File: config.mk
export PLATFORM = sky130hd
export DESIGN_NAME = rpm_dwell_triangle_sweep_core
export DESIGN_NICKNAME = d
export VERILOG_FILES = /design/src/hdl/rdts_pkg.sv /design/src/hdl/rpm_dwell_triangle_sweep_core.sv /design/src/hdl/rdts_div.sv
export SDC_FILE = /design/constraint.sdc
export NUM_CORES = 2
export LEC_CHECK = 0
export ABC_AREA = 1
export BUFFER_PORTS_ARGS = -buffer_cell sky130_fd_sc_hd__buf_2
export CAP_MARGIN = 10
export CORE_ASPECT_RATIO = 1.1
export CORE_UTILIZATION = 65
export CTS_CLUSTER_DIAMETER = 80
export DETAILED_ROUTE_END_ITERATION = 16
export PLACE_DENSITY = 0.81
export RECOVER_POWER = 50
export SETUP_SLACK_MARGIN = 0.5
export SLEW_MARGIN = 30
export SYNTH_ARGS = -nofsm -noshare
export SYNTH_HDL_FRONTEND = slang
export SYNTH_SLANG_ARGS = --single-unit
File: constraint.sdc
create_clock -name clk -period 7.8 [get_ports clk]
set_clock_uncertainty 0.05 [all_clocks]
set_input_delay 1.17 -clock clk [delete_from_list [all_inputs] [get_ports clk]]
set_output_delay 1.17 -clock clk [all_outputs]
set_load 0.005 [all_outputs]
File: src/hdl/rdts_pkg.sv
// rdts_pkg: shared constants for the rpm/dwell triangle sweep core
// register map codes, field widths, output caps and register reset values
// no dependencies
package rdts_pkg;

  // field widths
  localparam int ElapsedW = 16;
  localparam int RpmW     = 14;
  localparam int DwellW   = 9;
  localparam int PeriodW  = 16;
  localparam int LimitsW  = 20;
  localparam int ModeW    = 2;

  // register indexes on the apb port
  localparam logic [2:0] REG_SWEEP_TIME  = 3'd0;
  localparam logic [2:0] REG_RPM_MIN     = 3'd1;
  localparam logic [2:0] REG_RPM_MAX     = 3'd2;
  localparam logic [2:0] REG_BASE_RPM    = 3'd3;
  localparam logic [2:0] REG_DWELL_MODE  = 3'd4;
  localparam logic [2:0] REG_DWELL_SWEEP = 3'd5;
  localparam logic [2:0] REG_DWELL_LIM   = 3'd6;
  localparam logic [2:0] REG_DWELL_FIXED = 3'd7;

  // dwell modes
  localparam logic [ModeW-1:0] MODE_INDEP  = 2'd0;
  localparam logic [ModeW-1:0] MODE_SYNC   = 2'd1;
  localparam logic [ModeW-1:0] MODE_INVERT = 2'd2;
  localparam logic [ModeW-1:0] MODE_FIXED  = 2'd3;

  // limits and caps
  localparam logic [RpmW-1:0]    RPM_CAP        = 14'd16000;
  localparam logic [RpmW-1:0]    RPM_MIN_VALID  = 14'd200;
  localparam logic [RpmW-1:0]    RPM_MIN_DFLT   = 14'd500;
  localparam logic [RpmW:0]      RPM_SPAN_DFLT  = 15'd1000;
  localparam logic [DwellW-1:0]  DWELL_CAP      = 9'd500;
  localparam logic [9:0]         DWELL_MIN_VALID = 10'd20;
  localparam logic [9:0]         DWELL_MIN_DFLT = 10'd100;
  localparam logic [10:0]        DWELL_SPAN_DFLT = 11'd100;
  localparam logic [PeriodW-1:0] PERIOD_MIN     = 16'd10;
  localparam logic [PeriodW-1:0] PERIOD_MAX     = 16'd60000;

  // register reset values
  localparam logic [PeriodW-1:0] RST_SWEEP_TIME  = 16'd1000;
  localparam logic [RpmW-1:0]    RST_RPM_MIN     = 14'd500;
  localparam logic [RpmW-1:0]    RST_RPM_MAX     = 14'd3000;
  localparam logic [RpmW-1:0]    RST_BASE_RPM    = 14'd1000;
  localparam logic [ModeW-1:0]   RST_DWELL_MODE  = MODE_FIXED;
  localparam logic [PeriodW-1:0] RST_DWELL_SWEEP = 16'd1000;
  localparam logic [LimitsW-1:0] RST_DWELL_LIM   = 20'd204900;
  localparam logic [DwellW-1:0]  RST_DWELL_FIXED = 9'd250;

endpackage

File: src/hdl/rpm_dwell_triangle_sweep_core.sv
// rpm_dwell_triangle_sweep_core: triangle-wave rpm and dwell sweep generator
// top level with apb register file, sequencer and shared multiplier
// depends on rdts_pkg and rdts_div

// Each input beat carries elapsed_ms. A beat with elapsed_ms of zero goes
// straight to hand-over with the last rpm and dwell values and updated low.
// Otherwise the rpm phase (unsigned, PHASE_FRAC_BITS fraction bits, 1.0 at
// 2^PHASE_FRAC_BITS) moves by floor(elapsed*2^F/T) and bounces at 0 and 1.0,
// where T is the sweep time clamped to 10..60000 ms. The step comes from one
// serial divider producing one quotient bit per clock; in independent dwell
// mode the same divider runs a second time for the dwell phase. One
// 14-bit-by-phase multiplier is then used twice, for the rpm and the dwell
// scaling. in_ready is high only between items; a finished result sits in
// the output register and the next item may be accepted while it waits.
// Registers at byte offsets 4*i: sweep_time_ms, rpm_min_setting,
// rpm_max_setting, base_rpm, dwell_mode, dwell_sweep_time_ms, dwell_limits,
// dwell_fixed. Write them only while idle.
module rpm_dwell_triangle_sweep_core #(
  parameter int PHASE_FRAC_BITS = 24
) (
  input  logic                             clk,
  input  logic                             rst,
  // apb configuration port
  input  logic                             psel,
  input  logic                             penable,
  input  logic                             pwrite,
  input  logic [4:0]                       paddr,
  input  logic [31:0]                      pwdata,
  output logic [31:0]                      prdata,
  output logic                             pready,
  // input channel
  input  logic                             in_valid,
  output logic                             in_ready,
  input  logic [rdts_pkg::ElapsedW-1:0]    elapsed_ms,
  // output channel
  output logic                             out_valid,
  input  logic                             out_ready,
  output logic [rdts_pkg::RpmW-1:0]        rpm_out,
  output logic [rdts_pkg::DwellW-1:0]      dwell_out,
  output logic                             updated
);

  localparam int F  = PHASE_FRAC_BITS;
  localparam int PW = F + 1;                       // phase width, holds 1.0
  localparam int QW = rdts_pkg::ElapsedW + F;      // step width
  localparam int MW = PW + rdts_pkg::RpmW;         // product width
  localparam logic [PW-1:0] PHASE_ONE = PW'(1) << F;

  // sequencer states
  localparam logic [2:0] S_IDLE  = 3'd0;
  localparam logic [2:0] S_DIV_R = 3'd1;
  localparam logic [2:0] S_DIV_D = 3'd2;
  localparam logic [2:0] S_MUL_R = 3'd3;
  localparam logic [2:0] S_SUM_R = 3'd4;
  localparam logic [2:0] S_SUM_D = 3'd5;
  localparam logic [2:0] S_DONE  = 3'd6;

  // configuration registers
  logic [rdts_pkg::PeriodW-1:0] sweep_time_ms;
  logic [rdts_pkg::RpmW-1:0]    rpm_min_setting;
  logic [rdts_pkg::RpmW-1:0]    rpm_max_setting;
  logic [rdts_pkg::RpmW-1:0]    base_rpm;
  logic [rdts_pkg::ModeW-1:0]   dwell_mode;
  logic [rdts_pkg::PeriodW-1:0] dwell_sweep_time_ms;
  logic [rdts_pkg::LimitsW-1:0] dwell_limits;
  logic [rdts_pkg::DwellW-1:0]  dwell_fixed;

  // sweep state
  logic [2:0]    state;
  logic [PW-1:0] sweep_phase;
  logic          sweep_rising;
  logic [PW-1:0] dwell_phase;
  logic          dwell_rising;
  logic [rdts_pkg::RpmW-1:0]   last_rpm;
  logic [rdts_pkg::DwellW-1:0] last_dwell;
  logic          upd_flag;
  logic [rdts_pkg::ElapsedW-1:0] elapsed_q;

  // limits, settled from the registers every cycle
  logic [rdts_pkg::RpmW-1:0] rpm_min_q, rpm_span_q;
  logic [9:0]                dwell_min_q, dwell_max_q;
  logic [rdts_pkg::DwellW-1:0] dwell_span_q;

  logic [MW-1:0] prod;

  // divider hookup
  logic                         div_start;
  logic                         div_done;
  logic [QW-1:0]                div_quot;
  logic [rdts_pkg::PeriodW-1:0] div_divisor;
  logic [rdts_pkg::ElapsedW-1:0] div_elapsed;

  logic cfg_write;
  logic in_beat;
  logic out_free;

  assign pready    = 1'b1;
  assign cfg_write = psel & penable & pwrite & pready;
  assign in_ready  = (state == S_IDLE);
  assign in_beat   = in_valid & in_ready;
  assign out_free  = ~out_valid | out_ready;

  function automatic logic [rdts_pkg::PeriodW-1:0] clamp_period(
    input logic [rdts_pkg::PeriodW-1:0] t
  );
    logic [rdts_pkg::PeriodW-1:0] r;
    r = t;
    if (t < rdts_pkg::PERIOD_MIN) r = rdts_pkg::PERIOD_MIN;
    else if (t > rdts_pkg::PERIOD_MAX) r = rdts_pkg::PERIOD_MAX;
    return r;
  endfunction

  // one bounce step of a triangle phase: {rising, phase}
  function automatic logic [PW:0] bounce(
    input logic [PW-1:0] phase,
    input logic          rising,
    input logic [QW-1:0] step
  );
    logic [QW:0]   sum;
    logic [PW:0]   r;
    sum = {1'b0, step} + (QW + 1)'(phase);
    if (rising) begin
      if (sum >= (QW + 1)'(PHASE_ONE)) r = {1'b0, PHASE_ONE};
      else r = {1'b1, sum[PW-1:0]};
    end else begin
      if (step >= QW'(phase)) r = {1'b1, {PW{1'b0}}};
      else r = {1'b0, phase - step[PW-1:0]};
    end
    return r;
  endfunction

  // ---------------------------------------------------------------------
  // apb register file
  // ---------------------------------------------------------------------
  always_ff @(posedge clk) begin
    if (rst) begin
      sweep_time_ms       <= rdts_pkg::RST_SWEEP_TIME;
      rpm_min_setting     <= rdts_pkg::RST_RPM_MIN;
      rpm_max_setting     <= rdts_pkg::RST_RPM_MAX;
      base_rpm            <= rdts_pkg::RST_BASE_RPM;
      dwell_mode          <= rdts_pkg::RST_DWELL_MODE;
      dwell_sweep_time_ms <= rdts_pkg::RST_DWELL_SWEEP;
      dwell_limits        <= rdts_pkg::RST_DWELL_LIM;
      dwell_fixed         <= rdts_pkg::RST_DWELL_FIXED;
    end else if (cfg_write) begin
      unique case (paddr[4:2])
        rdts_pkg::REG_SWEEP_TIME:  sweep_time_ms       <= pwdata[rdts_pkg::PeriodW-1:0];
        rdts_pkg::REG_RPM_MIN:     rpm_min_setting     <= pwdata[rdts_pkg::RpmW-1:0];
        rdts_pkg::REG_RPM_MAX:     rpm_max_setting     <= pwdata[rdts_pkg::RpmW-1:0];
        rdts_pkg::REG_BASE_RPM:    base_rpm            <= pwdata[rdts_pkg::RpmW-1:0];
        rdts_pkg::REG_DWELL_MODE:  dwell_mode          <= pwdata[rdts_pkg::ModeW-1:0];
        rdts_pkg::REG_DWELL_SWEEP: dwell_sweep_time_ms <= pwdata[rdts_pkg::PeriodW-1:0];
        rdts_pkg::REG_DWELL_LIM:   dwell_limits        <= pwdata[rdts_pkg::LimitsW-1:0];
        rdts_pkg::REG_DWELL_FIXED: dwell_fixed         <= pwdata[rdts_pkg::DwellW-1:0];
      endcase
    end
  end

  always_comb begin
    unique case (paddr[4:2])
      rdts_pkg::REG_SWEEP_TIME:  prdata = 32'(sweep_time_ms);
      rdts_pkg::REG_RPM_MIN:     prdata = 32'(rpm_min_setting);
      rdts_pkg::REG_RPM_MAX:     prdata = 32'(rpm_max_setting);
      rdts_pkg::REG_BASE_RPM:    prdata = 32'(base_rpm);
      rdts_pkg::REG_DWELL_MODE:  prdata = 32'(dwell_mode);
      rdts_pkg::REG_DWELL_SWEEP: prdata = 32'(dwell_sweep_time_ms);
      rdts_pkg::REG_DWELL_LIM:   prdata = 32'(dwell_limits);
      rdts_pkg::REG_DWELL_FIXED: prdata = 32'(dwell_fixed);
    endcase
  end

  // ---------------------------------------------------------------------
  // effective limits
  // registered every cycle; they are first used only after the divider run that follows a beat
  // ---------------------------------------------------------------------
  logic [rdts_pkg::RpmW-1:0] min_r;
  logic [rdts_pkg::RpmW:0]   max_r;
  logic [9:0]                lo_d, hi_d, min_d;
  logic [10:0]               max_d;

  always_comb begin
    // rpm: minimum below 200 falls back to 500
    min_r = (rpm_min_setting >= rdts_pkg::RPM_MIN_VALID) ? rpm_min_setting
                                                         : rdts_pkg::RPM_MIN_DFLT;
    if (rpm_max_setting > min_r) max_r = {1'b0, rpm_max_setting};
    else if (base_rpm > min_r)   max_r = {1'b0, base_rpm};
    else                         max_r = {1'b0, min_r} + rdts_pkg::RPM_SPAN_DFLT;
    if (max_r > {1'b0, rdts_pkg::RPM_CAP}) max_r = {1'b0, rdts_pkg::RPM_CAP};
    // inverted limits give a zero span
    if (max_r < {1'b0, min_r}) max_r = {1'b0, min_r};

    // dwell limits packed as max:min
    lo_d  = dwell_limits[9:0];
    hi_d  = dwell_limits[19:10];
    min_d = (lo_d >= rdts_pkg::DWELL_MIN_VALID) ? lo_d : rdts_pkg::DWELL_MIN_DFLT;
    max_d = (hi_d > min_d) ? {1'b0, hi_d} : ({1'b0, min_d} + rdts_pkg::DWELL_SPAN_DFLT);
    if (max_d > 11'(rdts_pkg::DWELL_CAP)) max_d = 11'(rdts_pkg::DWELL_CAP);
    if (max_d < {1'b0, min_d}) max_d = {1'b0, min_d};
  end

  always_ff @(posedge clk) begin
    rpm_min_q    <= min_r;
    rpm_span_q   <= rdts_pkg::RpmW'(max_r - {1'b0, min_r});
    dwell_min_q  <= min_d;
    dwell_max_q  <= max_d[9:0];
    dwell_span_q <= rdts_pkg::DwellW'(max_d - {1'b0, min_d});
  end

  // ---------------------------------------------------------------------
  // shared serial divider for the phase steps
  // ---------------------------------------------------------------------
  always_comb begin
    div_start   = 1'b0;
    div_divisor = clamp_period(sweep_time_ms);
    div_elapsed = elapsed_q;
    if (state == S_IDLE) begin
      div_start   = in_beat && (elapsed_ms != '0);
      div_elapsed = elapsed_ms;
    end else if (state == S_DIV_R) begin
      // second run for the independent dwell triangle
      div_start   = div_done && (dwell_mode == rdts_pkg::MODE_INDEP);
      div_divisor = clamp_period(dwell_sweep_time_ms);
    end
  end

  rdts_div #(
    .FRAC_BITS (F)
  ) u_div (
    .clk        (clk),
    .rst        (rst),
    .start      (div_start),
    .elapsed_ms (div_elapsed),
    .divisor    (div_divisor),
    .done       (div_done),
    .quotient   (div_quot)
  );

  // ---------------------------------------------------------------------
  // sequencer
  // ---------------------------------------------------------------------
  logic [PW:0]   sweep_bounce, dwell_bounce;
  logic [PW-1:0] dwell_src;
  logic [rdts_pkg::RpmW-1:0]   scaled;
  logic [rdts_pkg::RpmW:0]     rpm_sum;
  logic [10:0]                 dw_sum;

  assign sweep_bounce = bounce(sweep_phase, sweep_rising, div_quot);
  assign dwell_bounce = bounce(dwell_phase, dwell_rising, div_quot);
  // dwell follows its own phase only in independent mode
  assign dwell_src    = (dwell_mode == rdts_pkg::MODE_INDEP) ? dwell_phase : sweep_phase;
  assign scaled       = prod[F+rdts_pkg::RpmW-1:F];
  assign rpm_sum      = {1'b0, rpm_min_q} + {1'b0, scaled};

  always_comb begin
    unique case (dwell_mode)
      rdts_pkg::MODE_INDEP,
      rdts_pkg::MODE_SYNC:   dw_sum = {1'b0, dwell_min_q} + 11'(scaled);
      rdts_pkg::MODE_INVERT: dw_sum = {1'b0, dwell_max_q} - 11'(scaled);
      rdts_pkg::MODE_FIXED:  dw_sum = 11'(dwell_fixed);
    endcase
  end

  always_ff @(posedge clk) begin
    if (rst) begin
      state        <= S_IDLE;
      sweep_phase  <= '0;
      sweep_rising <= 1'b1;
      dwell_phase  <= '0;
      dwell_rising <= 1'b1;
      last_rpm     <= '0;
      last_dwell   <= '0;
      upd_flag     <= 1'b0;
      out_valid    <= 1'b0;
    end else begin
      // a taken beat clears valid unless a new one is handed over now
      if (out_valid && out_ready && state != S_DONE) out_valid <= 1'b0;
      unique case (state)
        S_IDLE: begin
          if (in_beat) begin
            upd_flag <= 1'b0;
            state    <= (elapsed_ms == '0) ? S_DONE : S_DIV_R;
          end
        end
        S_DIV_R: begin
          if (div_done) begin
            sweep_rising <= sweep_bounce[PW];
            sweep_phase  <= sweep_bounce[PW-1:0];
            state <= (dwell_mode == rdts_pkg::MODE_INDEP) ? S_DIV_D : S_MUL_R;
          end
        end
        S_DIV_D: begin
          if (div_done) begin
            dwell_rising <= dwell_bounce[PW];
            dwell_phase  <= dwell_bounce[PW-1:0];
            state        <= S_MUL_R;
          end
        end
        S_MUL_R: state <= S_SUM_R;
        S_SUM_R: begin
          last_rpm <= (rpm_sum > {1'b0, rdts_pkg::RPM_CAP}) ? rdts_pkg::RPM_CAP
                                                            : rpm_sum[rdts_pkg::RpmW-1:0];
          state    <= S_SUM_D;
        end
        S_SUM_D: begin
          last_dwell <= (dw_sum > 11'(rdts_pkg::DWELL_CAP)) ? rdts_pkg::DWELL_CAP
                                                            : dw_sum[rdts_pkg::DwellW-1:0];
          upd_flag   <= 1'b1;
          state      <= S_DONE;
        end
        S_DONE: begin
          // hand over once the output register is free
          if (out_free) begin
            out_valid <= 1'b1;
            state     <= S_IDLE;
          end
        end
        default: state <= S_IDLE;
      endcase
    end
  end

  // elapsed time held for the second divider run
  always_ff @(posedge clk) begin
    if (in_beat) elapsed_q <= elapsed_ms;
  end

  // shared multiplier, registered product
  always_ff @(posedge clk) begin
    if (state == S_MUL_R) prod <= MW'(sweep_phase * rpm_span_q);
    else if (state == S_SUM_R) prod <= MW'(dwell_src * rdts_pkg::RpmW'(dwell_span_q));
  end

  // output register
  always_ff @(posedge clk) begin
    if (state == S_DONE && out_free) begin
      rpm_out   <= last_rpm;
      dwell_out <= last_dwell;
      updated   <= upd_flag;
    end
  end

endmodule

File: src/hdl/rdts_div.sv
// rdts_div: restoring serial divider, one quotient bit per cycle
// computes (elapsed << FRAC_BITS) / divisor; uses rdts_pkg widths
module rdts_div #(
  parameter int FRAC_BITS = 24
) (
  input  logic                                   clk,
  input  logic                                   rst,
  input  logic                                   start,
  input  logic [rdts_pkg::ElapsedW-1:0]          elapsed_ms,
  input  logic [rdts_pkg::PeriodW-1:0]           divisor,
  output logic                                   done,
  output logic [rdts_pkg::ElapsedW+FRAC_BITS-1:0] quotient
);

  localparam int QW = rdts_pkg::ElapsedW + FRAC_BITS;
  localparam int CW = $clog2(QW + 1);
  localparam int RW = rdts_pkg::PeriodW + 1;

  logic          busy;
  logic [CW-1:0] count;
  logic [RW-1:0] rem;
  logic [QW-1:0] quot;
  logic [rdts_pkg::PeriodW-1:0] div_q;
  logic [RW-1:0] rem_shift;
  logic          fits;

  // remainder stays below the divisor, so its top bit is always clear
  assign rem_shift = {rem[RW-2:0], quot[QW-1]};
  assign fits      = rem_shift >= {1'b0, div_q};
  assign quotient  = quot;

  always_ff @(posedge clk) begin
    if (rst) begin
      busy  <= 1'b0;
      done  <= 1'b0;
      count <= '0;
    end else begin
      done <= 1'b0;
      if (start) begin
        busy  <= 1'b1;
        count <= CW'(QW);
      end else if (busy) begin
        count <= count - 1'b1;
        if (count == CW'(1)) begin
          busy <= 1'b0;
          done <= 1'b1;
        end
      end
    end
  end

  always_ff @(posedge clk) begin
    if (start) begin
      quot  <= {elapsed_ms, {FRAC_BITS{1'b0}}};
      rem   <= '0;
      div_q <= divisor;
    end else if (busy) begin
      rem  <= fits ? (rem_shift - {1'b0, div_q}) : rem_shift;
      quot <= {quot[QW-2:0], fits};
    end
  end

endmodule

**Word level (Yosys, flattened, before mapping)**

Index checks and enable logic that the tools add are counted.

- Register bits: 400
- Input bits: 60
- Logic and storage cells: 178

- Add/sub/neg operators: 13
- Multipliers: 2
- $lt $le $gt $ge: 20
- Equality and inequality tests: 22
- Mux-type cells: 52
- Bitwise gates (word level): 6
- Reductions and logical operators: 28

Operators by type and width:

| operator | count |
|---|---|
| one-hot mux 32 bit (8 select lines) | 1 |
| two-way mux 26 bit | 6 |
| two-way mux 16 bit | 8 |
| adder 40 x 25 -> 41 bit | 2 |
| greater-or-equal comparator 41 x 25 -> 1 bit (second input constant) | 2 |
| greater-or-equal comparator 40 x 25 -> 1 bit | 2 |
| two-way mux 40 bit | 2 |
| two-way mux 38 bit | 2 |
| subtractor 25 bit | 2 |
| two-way mux 15 bit | 3 |
| two-way mux 14 bit | 3 |
| multiplier 25 x 14 -> 38 bit | 1 |
| multiplier 25 x 9 -> 34 bit | 1 |
| one-hot mux 11 bit (3 select lines) | 1 |
| > comparator 16 bit (second input constant) | 2 |
| < comparator 16 x 4 -> 1 bit (second input constant) | 2 |
| > comparator 15 x 14 -> 1 bit (second input constant) | 2 |
| > comparator 14 bit | 2 |
| two-way mux 25 bit | 1 |
| > comparator 11 x 9 -> 1 bit (second input constant) | 2 |
| two-way mux 11 bit | 2 |
| AND reduction 2 bit | 11 |
| == test 3 bit (second input constant) | 7 |
| one-hot mux 3 bit (7 select lines) | 1 |
| 41 further kinds | 75 |

**Longest topological paths before layout**

- Depth in word-level cells: 10
- Depth in mapped cells: 57
- Depth with buffers taken out: 54

**By module**

Synthesis repeated with hierarchy kept, for this count alone.

- Cells, all modules: 6026
- Area, all modules: 44321.3 um^2

By module, submodules not included:

| module | instances | cells each | area an instance (um^2) | sequential area each (um^2) |
|---|---|---|---|---|
| rpm_dwell_triangle_sweep_core | 1 | 5523 | 40179.8 | 6466.2 |
| rdts_div | 1 | 503 | 4141.5 | 1921.8 |

**Least setup slack after synthesis**

No wires, ideal clock.

- Kind: reg-to-reg
- From: register sweep_phase[5]
- To: register prod[35], data pin
- Library setup time: 0.260 ns
- Data arrival time: 5.981 ns
- Required time: 7.490 ns
- Slack: 1.509 ns
- Stages on the path, launching flop included: 27
- Path buffers: 2
- Path through: dfxtp_1 > clkbuf_1 > clkbuf_1 > nand2_1 > fa_1 > inv_1 > fa_1 > fa_1 > inv_1 > fa_1 > fa_1 > inv_1 > fa_1 > ha_1 > nand2_1 > o21a_1 > o21ai_0 > a21oi_1 > o21ai_0 > a21boi_0 > o21a_1 > nor3_1 > nor2_1 > o21ai_0 > a31oi_1 > o21ai_0 > a21oi_1

- Cells in the longest elaborated chain, start to end: 2

RTL lines:

| item | RTL line | RTL |
|---|---|---|
| start, declared | rpm_dwell_triangle_sweep_core.sv:70 | `logic [PW-1:0] sweep_phase;` |
| start signal, assigned | rpm_dwell_triangle_sweep_core.sv:287 | `sweep_phase <= sweep_bounce[PW-1:0];` |
| multiplier 25 x 14 -> 38 bit | rpm_dwell_triangle_sweep_core.sv:329 | `if (state == S_MUL_R) prod <= MW'(sweep_phase * rpm_span_q);` |
| two-way mux 38 bit | rpm_dwell_triangle_sweep_core.sv:329 |  |
| end signal, assigned | rpm_dwell_triangle_sweep_core.sv:329 |  |
| end signal, assigned | rpm_dwell_triangle_sweep_core.sv:330 | `else if (state == S_SUM_R) prod <= MW'(dwell_src * rdts_pkg::RpmW'(dwell_span_q));` |
| end, declared | rpm_dwell_triangle_sweep_core.sv:84 | `logic [MW-1:0] prod;` |

Every way passes these cells.
A chain may end at the register's enable or synchronous reset.

**Final worst setup path**

- From: input port rst
- To: register u_div.done

- Cells in the longest elaborated chain, start to end: 1

RTL lines:

| item | RTL line | RTL |
|---|---|---|
| start, declared | rpm_dwell_triangle_sweep_core.sv:22 | `input logic rst,` |
| OR reduction 3 bit (no source line) | n/a |  |
| end signal, assigned | rdts_div.sv:35 | `done <= 1'b0;` |
| end signal, assigned | rdts_div.sv:38 | `done <= 1'b0;` |
| end signal, assigned | rdts_div.sv:46 | `done <= 1'b1;` |
| end, declared | rdts_div.sv:11 | `output logic done,` |

Every way passes these cells.

==> summary.md <==
| Metric | Value |
|---|---|
| Asr flop ratio synth | 0 |
| Area Growth Syn to Fin | 6.05% |
| Post-Layout Inst Area | 46300 um2 |
| Period utilization | 0.917 |
| Placed cell area | 44800 um2 |
| Xor/xnor share of the synthesized area | 0.0321 |
| Vias in the first global route | 39581 |
| Post-synth top area share | 0.203 |
| Die height | 274 um |
| CORE AREA | approximately 66000 um2 |
| Number of clock sinks | 376 |
| Critical path, cell by cell | buf_2 -> clkbuf_1 -> clkinv_2 -> clkbuf_2 -> nand2_1 -> nor3_1 |
| Die area | 68200 um2 |
| Clk_lat worst skew | 0.62 ns |
| First-pass GRT wire length | about 210000 um |
| Tmin final | 7.15 ns |
| Die width | 249 um |
| I/O pin total | around 120 |
| Worst R2R Path Depth | 49 |
| # setup viols final | 0 |
| Layout cell share with drive strength beyond 1 | 0.0495 |
| Hold Crit Class | flop to flop |
| Seq cells post-synth | 376 |
| RSZ-0062 raised after global routing | false |
| Fmax achieved | 140 MHz |
| Row cnt | 99 |
| Simple-gate share of the synthesized area | 0.185 |
| Initial antenna violation count | 3 |
| Crit path max fanout | 99 |
| Post-synthesis compound-gate area fraction | 0.148 |
| CTS Buf Count | 43 |
| Fill cells | between 5000 and 6000 |
| EDFF count, synth | 86 |
| CP max-delay cell | clkbuf_1 |
| Routed via count | 39574 |
| Max_slew headroom | -1.35 |
| Adder-cell share of the synthesized area | 0.323 |
| Placer Congestion | 1.07 |
| WL final | 132000 um |
| Area of the multi-input gates | 30200 um2 |
| Number of vias per cell | 5.88 |
| Post-Syn Area per Cell | 7.45 um2 |
| Fin. max-slew vios | 147 |
| Drt wl/cell | 19.6 um |
| WS Path Type | input pin to flop |
| Max cap viols | 2 |
| Failing checks | capacitance limit, slew limit |
| Router iterations before antenna repair | 6 |
| Power Density | 147 nW/um2 |
| Largest family of logic cells by synthesized area | adder cells |
| Distinct cells, synth | 63 |
| Post-synthesis sequential area ratio | 0.192 |
| Leakage | 24.3 nW |
| Primary FF master, synth | dfxtp_1 |
| Final Hold Fails | 0 |
| Worst Slack Setup Final | 0.647 ns |
| Max H-tree Level | 2 |
| Post-synthesis cell count | between 5000 and 6000 |
| Synth Warn # | 0 |
| Max incr delay on CP | 2.46 ns |
| Initial drt markers | 3121 |
| Synth area leader | fa_1 |
| Pre-CTS setup slack | 0.580 ns |
| Area occupied by registers | 8400 um2 |
| Post-synthesis mux area share | 0.000229 |
| Arr. time, crit path | 7.57 ns |
| Remaining Overflow, GRT | 0 |
| Ant diodes | 0 |
| Reg clk slew, reported paths | around 0.060 ns |
| Worst EP required | just over 8 ns |
| Worst setup SP type | input pin |
| Antenna Nets Post-Route | 0 |
| Setup TNS | 0 ns |
| CTS Buffer Depth | 3 |
| Mapped cell area | 43600 um2 |
| Tot GR Track Use | 0.390 |
| Critical path capture point type | flop |
| Overall power | 6.80 mW |
| IO buf count | 91 |
| DP HPWL | 104000 um |
| Initial Util | 0.657 |
| CTS tree | done |
| VDD IR max | 0.167 mV |
| Clock root buffer | clkbuf_16 |
| Fin nets | 6762 |
| Largest net degree at the start of global routing | 100 |
| DRC viols | 0 |
| Hold depth | 0 |
| Outcome | finished with violations |
| Slew of the pin with the lowest slew margin | 3.53 ns |
| Synth area leaders | fa_1, dfxtp_1, ha_1 |
[Yosys cell counts (all sizes together), types with 5 or more instances]
| library cell | number |
|---|---|
| a211oi | 17 |
| a21boi | 16 |
| a21o | 12 |
| a21oi | 478 |
| a221oi | 11 |
| a31oi | 39 |
| buf | 33 |
| clkbuf | 225 |
| clkinv | 8 |
| dfxtp | 290 |
| edfxtp | 86 |
| fa | 442 |
| ha | 420 |
| inv | 1077 |
| nand2 | 1166 |
| nand3 | 155 |
| nand3b | 5 |
| nand4 | 63 |
| nor2 | 474 |
| nor3 | 58 |
| nor4 | 23 |
| o2111ai | 13 |
| o211ai | 46 |
| o21a | 24 |
| o21ai | 366 |
| o21bai | 25 |
| o221ai | 14 |
| o22ai | 40 |
| o31ai | 13 |
| o32ai | 16 |
| or2 | 19 |
| xnor2 | 29 |
| xor2 | 131 |
[logic make-up after synthesis]
family	Yosys count
flops	376
buf+inv	1343
fa+ha+maj	862
other cells	2
compound gates	1143
simple gates	1972
mux	1
xor+xnor	160
[cell type report]
cell class	count	share of cell area
timing repair buffer	181	0.0234
inverter	1085	0.0881
sequential	376	0.182
clock inverter	26	0.00603
tap	858	0.0232
multi-input combinational	4153	0.653
clock buffer	53	0.0247
[stage by stage]
step | hold WS [ns] | util | instances
final | 0.363 | 0.697 | 6732
after global routing | 0.370 | 0.697 | 6732
after CTS | 0.355 | 0.696 | 6721
after detailed placement | 0.345 | 0.674 | 6642
after global placement | 0.345 | 0.674 | 6642
after floorplan | 0.352 | - | 5871
[worst max-delay path, delay by kind of cell]
family / cells / cell delay [ns]
buffers and inverters: 4 / 5.63
and+or+nand+nor: 2 / 0.66
[cells in the final DEF, fill, tap and decap left out, types with 77 or more instances in the layout]
master,n
buf_4,77
dfxtp_1,283
a21oi_1,469
inv_1,1065
xor2_1,131
fa_1,442
nor2_1,469
nand2_1,1154
o21ai_0,337
ha_1,420
nand3_1,150
edfxtp_1,86
[worst paths after layout]
path / slack [ns] / from / endpoint
hold / removal: 0.36 / dwell_limits[7] / dwell_min_q[7]
hold reg to reg: 0.36 / dwell_limits[7] / dwell_min_q[7]
setup reg to reg: 0.84 / rpm_min_setting[9] / rpm_span_q[12]
setup / recovery: 0.65 / rst / u_div.done
[power breakdown]
part	switching [mW]	total [mW]	internal (mW)
registers	0.383	2.60	2.22
clock network	0.929	2.07	1.14
logic	1.49	2.13	0.643
[metal layers]
| layer | vias up | GRT usage | routed length (um) |
|---|---|---|---|
| li1 | 18587 | - | - |
| met1 | 18664 | 0.446 | 48200 |
| met2 | 1749 | 0.670 | 62800 |
| met3 | 570 | 0.0594 | 10200 |
| met4 | 4 | 0.275 | 10600 |
| met5 | - | 0 | 26 |
[sequential cells by signal (all words and copies together), names as in the netlist, 16 cells and up]
register	count
u_div.div_q	16
sweep_time_ms	16
dwell_sweep_time_ms	16
dwell_phase	25
sweep_phase	25
u_div.quotient	40
elapsed_q	16
dwell_limits	20
u_div.rem	16
[repair_timing]
| action | in CTS | in global routing |
|---|---|---|
| setup endpoints to repair | 0 | 13 |
| gates resized for setup | 0 | 36 |
| endpoints found under the hold margin | 0 | 0 |
| setup buffers | 0 | 10 |
| hold buffers | 0 | 0 |
(Power assumes the default switching activity.)
